<file path="src/rwc_pkg.sv">
`timescale 1ns / 1ps
`default_nettype none
package rwc_pkg;
    localparam int KERNEL_WIDTH_DEF  = 3;
    localparam int KERNEL_HEIGHT_DEF = 3;
    localparam int COEF_W   = 16;
    localparam int COL_W    = 48;
    localparam int PIX_W    = 24;
    localparam int CH_W     = 8;
    // 9 products of 8x16 bits: 24-bit product, 4 bits of headroom
    localparam int ACC_W    = 28;
    localparam int SUM_W    = 20;
    localparam int QUO_W    = 9;
    localparam logic [SUM_W-1:0] Q_ONE = 20'd256;
    localparam logic [COL_W-1:0] COL0_RST = 48'h0;
    localparam logic [COL_W-1:0] COL1_RST = 48'h000001000000;
    localparam logic [COL_W-1:0] COL2_RST = 48'h0;
    localparam logic [1:0] REG_COL0 = 2'd0;
    localparam logic [1:0] REG_COL1 = 2'd1;
    localparam logic [1:0] REG_COL2 = 2'd2;
    localparam int LAT = QUO_W + 2;
endpackage
`default_nettype wire

</file>
<file path="src/rwc_lane.sv">
`timescale 1ns / 1ps
`default_nettype none
// one colour channel: multiply-accumulate, then restoring division over stages
module rwc_lane
    import rwc_pkg::*;
#(
    parameter int KW = KERNEL_WIDTH_DEF,
    parameter int KH = KERNEL_HEIGHT_DEF
) (
    input  wire logic                    i_clk,
    input  wire logic                    i_en,
    input  wire logic [9*CH_W-1:0]       i_px,
    input  wire logic [9*COEF_W-1:0]     i_coef,
    input  wire logic signed [SUM_W-1:0] i_div,
    output logic [CH_W-1:0]              o_ch
);
    // stage 0: products
    logic signed [ACC_W-1:0] r_prod [9];
    always_ff @(posedge i_clk) begin
        if (i_en) begin
            for (int k = 0; k < 9; k++) begin
                if ((k / 3) < KW && (k % 3) < KH)
                    r_prod[k] <= ACC_W'($signed({1'b0, i_px[k*CH_W +: CH_W]})
                                 * $signed(i_coef[k*COEF_W +: COEF_W]));
                else
                    r_prod[k] <= '0;
            end
        end
    end

    // stage 1: sum, sign handling; clamp detection for negative quotient
    logic signed [ACC_W-1:0] n_acc;
    always_comb begin
        n_acc = '0;
        for (int k = 0; k < 9; k++) n_acc = n_acc + r_prod[k];
    end
    logic [ACC_W-1:0]  r_num [QUO_W+1];
    logic [SUM_W-1:0]  r_den [QUO_W+1];
    logic [QUO_W-1:0]  r_q   [QUO_W+1];
    logic              r_neg [QUO_W+1];
    logic [ACC_W-1:0]  r_rem [QUO_W+1];
    always_ff @(posedge i_clk) begin
        if (i_en) begin
            r_num[0] <= n_acc[ACC_W-1] ? ACC_W'(-n_acc) : n_acc;
            r_den[0] <= i_div[SUM_W-1] ? SUM_W'(-i_div) : i_div;
            r_neg[0] <= n_acc[ACC_W-1] ^ i_div[SUM_W-1];
            r_q[0]   <= '0;
            r_rem[0] <= '0;
        end
    end

    // restoring steps, one quotient bit each; bits above QUO_W saturate
    genvar s;
    generate
        for (s = 1; s <= QUO_W; s++) begin : g_div
            localparam int B = QUO_W - s;
            logic [ACC_W+SUM_W:0] t;
            logic ge;
            assign t  = {{(SUM_W+1){1'b0}}, r_num[s-1]};
            assign ge = (t >> B) >= {{(ACC_W+1){1'b0}}, r_den[s-1]};
            always_ff @(posedge i_clk) begin
                if (i_en) begin
                    r_den[s] <= r_den[s-1];
                    r_neg[s] <= r_neg[s-1];
                    if (s == 1) begin
                        // sets saturation flag when quotient >= 512
                        r_rem[s] <= ((t >> QUO_W) >= {{(ACC_W+1){1'b0}}, r_den[s-1]})
                                    ? ACC_W'(1) : '0;
                    end else begin
                        r_rem[s] <= r_rem[s-1];
                    end
                    if (ge) begin
                        r_num[s] <= ACC_W'(t - ({{(ACC_W+1){1'b0}}, r_den[s-1]} << B));
                        r_q[s]   <= r_q[s-1] | QUO_W'(1 << B);
                    end else begin
                        r_num[s] <= r_num[s-1];
                        r_q[s]   <= r_q[s-1];
                    end
                end
            end
        end
    endgenerate

    // final clamp
    always_ff @(posedge i_clk) begin
        if (i_en) begin
            if (r_neg[QUO_W] || (r_q[QUO_W] == '0 && r_rem[QUO_W] == '0)) o_ch <= '0;
            else if (r_rem[QUO_W] != '0 || r_q[QUO_W][QUO_W-1]) o_ch <= '1;
            else o_ch <= r_q[QUO_W][CH_W-1:0];
        end
    end
    // unused tail of the delay arrays
    logic unused;
    assign unused = ^{r_num[QUO_W], r_den[QUO_W]};
endmodule
`default_nettype wire

</file>
<file path="config.mk">
export PLATFORM = sky130hd
export DESIGN_NAME = rwc_lane
export DESIGN_NICKNAME = d
export VERILOG_FILES = /design/src/rwc_pkg.sv /design/src/rwc_lane.sv
export SDC_FILE = /design/constraint.sdc
export NUM_CORES = 2
export LEC_CHECK = 0
export BUFFER_PORTS_ARGS = -buffer_cell sky130_fd_sc_hd__clkbuf_2
export CAP_MARGIN = 5
export CORE_MARGIN = 4
export CORE_UTILIZATION = 65
export CTS_BUF_LIST = sky130_fd_sc_hd__clkbuf_16
export CTS_CLUSTER_DIAMETER = 60
export DETAILED_ROUTE_END_ITERATION = 8
export PLACE_DENSITY = 0.84
export SLEW_MARGIN = 20
export SYNTH_ARGS = -nofsm -noshare
export SYNTH_HDL_FRONTEND = slang
export SYNTH_SLANG_ARGS = --single-unit
</file>
<file path="constraint.sdc">
create_clock -name i_clk -period 6.8 [get_ports i_clk]
set_input_delay 0.68 -clock i_clk [delete_from_list [all_inputs] [get_ports i_clk]]
set_output_delay 0.68 -clock i_clk [all_outputs]
set_load 0.005 [all_outputs]
</file>
=== Yosys cells after proc, flatten, opt, wreduce, memory -nomap -nowiden ===
Memories as Yosys holds them, arrays and structs flattened.
Index checks and enable logic that the tools add are counted.

* Output and inout port bits: 8
* Memory bits (writable): 1112
* Register bits: 8
* Memories: 6

* $lt $le $gt $ge: 10
* Muxes and demuxes: 78
* Reduce and logical (&&, ||, !) cells: 6
* Bitwise gates (word level): 19
* $add $sub $neg: 19
* Multiply operators: 9

{| class="wikitable"
|+ Memory list
! memory !! words !! width !! read ports !! clocked after memory_dff !! write ports !! RTL line !! text
|-
| r_num || 10 || 28 || 9 || 0 || 10 || rwc_lane.sv:37 || <nowiki>logic [ACC_W-1:0] r_num [QUO_W+1];</nowiki>
|-
| r_rem || 10 || 28 || 9 || 0 || 10 || rwc_lane.sv:41 || <nowiki>logic [ACC_W-1:0] r_rem [QUO_W+1];</nowiki>
|-
| r_prod || 9 || 28 || 9 || 0 || 9 || rwc_lane.sv:18 || <nowiki>logic signed [ACC_W-1:0] r_prod [9];</nowiki>
|-
| r_den || 10 || 20 || 9 || 0 || 10 || rwc_lane.sv:38 || <nowiki>logic [SUM_W-1:0] r_den [QUO_W+1];</nowiki>
|-
| r_q || 10 || 9 || 10 || 0 || 10 || rwc_lane.sv:39 || <nowiki>logic [QUO_W-1:0] r_q [QUO_W+1];</nowiki>
|-
| r_neg || 10 || 1 || 10 || 0 || 10 || rwc_lane.sv:40 || <nowiki>logic r_neg [QUO_W+1];</nowiki>
|}

{| class="wikitable"
|+ Operators by type and width
! cell !! number
|-
| $mux W28 || 10
|-
| $mul A9 B16 Y25 || 9
|-
| $add A28 B28 Y28 || 8
|-
| $mux W9 || 9
|-
| $mux W1 || 57
|-
| $ge A28 B20 Y1 || 1
|-
| $logic_not A28 Y1 || 1
|-
| $neg A28 Y28 || 1
|-
| $reduce_bool A28 Y1 || 1
|-
| $sub A28 B20 Y28 || 1
|-
| $sub A28 B21 Y28 || 1
|-
| $sub A28 B22 Y28 || 1
|-
| $sub A28 B23 Y28 || 1
|-
| $sub A28 B24 Y28 || 1
|-
| $sub A28 B25 Y28 || 1
|-
| $sub A28 B26 Y28 || 1
|-
| $sub A28 B27 Y28 || 1
|-
| $sub A28 B28 Y28 || 1
|-
| $ge A27 B20 Y1 || 1
|-
| $ge A26 B20 Y1 || 1
|-
| $ge A25 B20 Y1 || 1
|-
| $ge A24 B20 Y1 || 1
|-
| $ge A23 B20 Y1 || 1
|-
| $ge A22 B20 Y1 || 1
|-
| 11 further kinds || 29
|}

=== Logic depth before layout (Yosys ltp) ===
An unclocked memory read counts as a cell.

* Word-level depth: 11
* Mapped depth: 22

=== Worst setup path after synthesis ===
OpenSTA, ideal clock, no wires.

* Kind: input -> register
* Start point: input port i_px[0]
* End point: memory r_prod[0][27] (data pin)
* Setup slack: 1.158 ns
* Path buffers: 1
* Library setup time: 0.260 ns
* Data arrival time: 5.382 ns
* Cell stages on the path: 19
* Cell sequence: clkbuf_1 -> nand2_1 -> fa_1 -> inv_1 -> fa_1 -> inv_1 -> fa_1 -> inv_1 -> fa_1 -> ha_1 -> o21a_1 -> o21ai_0 -> a21oi_1 -> a221oi_1 -> o21ai_0 -> o41ai_1 -> o2111a_1 -> o21bai_1 -> xnor2_1

{| class="wikitable"
|+ RTL lines
! element !! RTL line !! text
|-
| from (decl) || rwc_lane.sv:12 || <nowiki>input wire logic [9*CH_W-1:0] i_px,</nowiki>
|-
| to (decl) || rwc_lane.sv:18 ||
|}

==> results.ini <==
[grt]
antenna_found_initial=31
largest_net_degree_at_the_start_of_global_routing=192
first_global_vias=59750
grt_overflow_total=0
grt_first_pass_wirelength_mm=308.7
grtUsageTotal_pct=29.81

[synth]
synth_flop_cell=sky130_fd_sc_hd__edfxtp_1
mappedNetlistArea_um2=80390
synth_area_per_cell_um2=10.22
postSynth.asyncResetShare_pct=0
synth.largest_area_cell=sky130_fd_sc_hd__fa_1
total_of_warnings_raised_by_yosys=0
number_of_flops_mapped_to_enable_cells_by_yosys=729
synth_seq_area_share_pct=27.23
post-synth-top-count-cell=sky130_fd_sc_hd__inv_1
synthTopCellsByArea=sky130_fd_sc_hd__fa_1 27%, sky130_fd_sc_hd__edfxtp_1 27%, sky130_fd_sc_hd__ha_1 11%, sky130_fd_sc_hd__inv_1 8.1%, sky130_fd_sc_hd__and2_1 5.6%
synth.lib_cells_used.distinct=83
synth_cells=7866
synth_top_area_share_pct=27.47
syn_nets=9886
post_synth_most_frequent_cells=1729 x sky130_fd_sc_hd__inv_1, 1103 x sky130_fd_sc_hd__fa_1, 729 x sky130_fd_sc_hd__edfxtp_1
ys_ff_latch=729

[route]
route.antenna.remaining_nets=0
routed_via_density=5.714
detail_route.wl_per_cell_um=19.48
first_pass_iteration_count_of_the_detailed_router=8
via_count=55970
drtIter0Drc=3907
postRouteWirelength_mm=190.8
route.detailed.drc=0

[critical_path]
critPathMaxFanout=4
data_arrival_at_the_endpoint_of_the_critical_path_ps=6560
crit_path_cell_trace=fa_1 > fa_1 > fa_1 > inv_1 > fa_1 > inv_1 > ha_1 > fa_1 > a211oi_2 > o21ai_1 > a21o_1 > xnor2_1 > and3_1 > nand4_1 > nor4_2 > and3_1 > a41oi_1 > xor2_1
timing.critical_path.from=r_prod[0][86]$_DFFE_PP_
slowest_stage=sky130_fd_sc_hd__fa_1
setup.worst_path.end_class=flip-flop
critPathKind=flip-flop to flip-flop
cp_data_required_time_ps=7160
type_of_element_launching_the_critical_path=flip-flop
cpPeakStageDelay_ps=560
path_common_cell=sky130_fd_sc_hd__fa_1
r2r_start=r_prod[0][86]$_DFFE_PP_

[final_layout]
post_route_cells_drive_above_1_share_pct=5.842
fill_cells=8629
nNetsFinal=10100
area_growth_syn_to_layout_pct=7.067

[clock_tree]
cts.repair_timing.setup_buffer_count=0
cts_resized=0
clock_tree.buffer_depth=3
cts_buffers=81
cts.clk_slew.worst_paths_ps=60
root_buffer=sky130_fd_sc_hd__clkbuf_16
clock_tree.htree_level_count=3
tritoncts_clock_tree=yes
clock_insertion_delay_worst_skew_ps=650
cts.sinks=729
holdBufCountCts=0

[place]
placement.io_buffers=245
dp_hpwl_mm=156.3
globalplace.congestion=0.9669

[timing]
setup_tns_ps=0
timing.fmax_mhz=161.4
rsz_0062_raised_after_global_routing=no
fin_crit_ps=6197
period_share_pct=91.13
final_number_of_setup_violating_endpoints=0
final-max-slew-violation-count=0
tightestPinTransition_ps=1196
timing_hold_violations_final=0
finClkSkew_ps=33.32
worst_slew_margin_rel_pct=20.28

[hold_path]
worst_hold_startpoint=i_div[0]
worstHoldPathType=primary input to flip-flop

[floorplan]
io_pins=246
core-area_um2=122400
die_w_um=359.7
std_cell_rows=128
die_area_um2=129400
initial_core_util_pct=65.70
chipHeight_um=359.7

[run]
maxCapViolations=0

[run_status]
status=complete, no violations

[cells in the final DEF, fill, tap and decap left out, types with 10 or more instances in the layout]
cell and instances:
sky130_fd_sc_hd__a211o_1 12, sky130_fd_sc_hd__a211oi_1 31, sky130_fd_sc_hd__a21boi_0 13, sky130_fd_sc_hd__a21o_1 137, sky130_fd_sc_hd__a21oi_1 290, sky130_fd_sc_hd__a31o_2 11, sky130_fd_sc_hd__a31oi_1 35, sky130_fd_sc_hd__and2_1 720
sky130_fd_sc_hd__and3_1 32, sky130_fd_sc_hd__buf_4 15, sky130_fd_sc_hd__clkbuf_16 81, sky130_fd_sc_hd__clkbuf_2 244, sky130_fd_sc_hd__clkinv_1 15, sky130_fd_sc_hd__diode_2 23, sky130_fd_sc_hd__edfxtp_1 729, sky130_fd_sc_hd__fa_1 1103
sky130_fd_sc_hd__ha_1 679, sky130_fd_sc_hd__inv_1 1741, sky130_fd_sc_hd__mux2_2 36, sky130_fd_sc_hd__mux2i_1 10, sky130_fd_sc_hd__nand2_1 659, sky130_fd_sc_hd__nand2b_1 52, sky130_fd_sc_hd__nand3_1 68, sky130_fd_sc_hd__nand3b_1 12
sky130_fd_sc_hd__nand4_1 44, sky130_fd_sc_hd__nor2_1 240, sky130_fd_sc_hd__nor2b_1 48, sky130_fd_sc_hd__nor3_1 99, sky130_fd_sc_hd__nor4_1 20, sky130_fd_sc_hd__o211ai_1 12, sky130_fd_sc_hd__o21a_1 42, sky130_fd_sc_hd__o21ai_0 209
sky130_fd_sc_hd__o21ai_1 10, sky130_fd_sc_hd__o21bai_1 35, sky130_fd_sc_hd__o31ai_1 27, sky130_fd_sc_hd__or2_2 23, sky130_fd_sc_hd__or3_1 25, sky130_fd_sc_hd__xnor2_1 279, sky130_fd_sc_hd__xor2_1 129
[worst max-delay path: cells and delay by family, from the launching register on]
family	cells	cell delay [ps]
AO/OA/AOI/OAI	4	910
XOR/XNOR	2	520
adder cells (fa/ha/maj)	6	2820
buffers and inverters	2	100
flip-flops	1	400
AND/OR/NAND/NOR	4	1150
[worst paths after layout]
kind / end / slack (ps) / cells after the start
worst min register to register: r_rem[5][0]$_DFFE_PP_ / 420 / 0
worst min-delay path: r_den[0][0]$_DFFE_PP_ / 290 / 1
worst max-delay path: r_num[0][25]$_DFFE_PP_ / 600 / 18
worst max register to register: r_num[0][25]$_DFFE_PP_ / 600 / 18
[flip-flops by register name, indices dropped and copies added, names as in the netlist]
register	cells
r_prod	225
r_rem	9
r_den	180
o_ch	8
r_neg	10
r_num	252
r_q	45
[area by class of cell]
class | instances | area [um2] | share of cell area [%]
Clock buffer | 81 | 2027 | 2.355
Tap cell | 1625 | 2033 | 2.362
Sequential cell | 729 | 21890 | 25.43
Multi-Input combinational cell | 5280 | 51530 | 59.87
Timing Repair Buffer | 262 | 1389 | 1.614
Clock inverter | 67 | 653.1 | 0.7588
Antenna cell | 23 | 57.56 | 0.06687
Inverter | 1729 | 6490 | 7.540
[through the flow]
stage	instances	area, um2	setup slack [ps]	hold slack, ps	util (%)
final	9796	86070	602.9	288.3	70.35
after global routing	9780	86030	412.7	264.2	70.31
after CTS	9773	86020	630.8	258.0	70.30
after detailed placement	9625	83340	452.4	404.5	68.11
after global placement	9625	83340	664.8	400.7	68.11
after floorplan	7866	80390	1158	400.3	-
[metal layers]
layer | global-route usage [%] | wire, um | part of all wire, % | vias up
met5 | 0 | 125 | 0.066 | -
met4 | 16.78 | 13060 | 6.8 | 20
met3 | 5.926 | 12690 | 6.6 | 577
met2 | 53.14 | 96810 | 51 | 1928
met1 | 33.47 | 68150 | 36 | 27850
li1 | - | - | - | 25600
[logic make-up (layout without fill, tap and decap cells)]
family | count (synthesis) | in the layout | share of synthesized area, %
XOR/XNOR | 409 | 409 | 4.465
AO/OA/AOI/OAI | 960 | 960 | 7.615
other | 0 | 23 | 0
multiplexers | 47 | 47 | 0.6428
buffers and inverters | 1857 | 2139 | 8.716
flip-flops | 729 | 729 | 27.23
AND/OR/NAND/NOR | 2082 | 2082 | 13.30
adder cells (fa/ha/maj) | 1782 | 1782 | 38.03
Power is not shown: default switching activity piles up to over one toggle a cycle in this logic, so the estimate is an artifact.
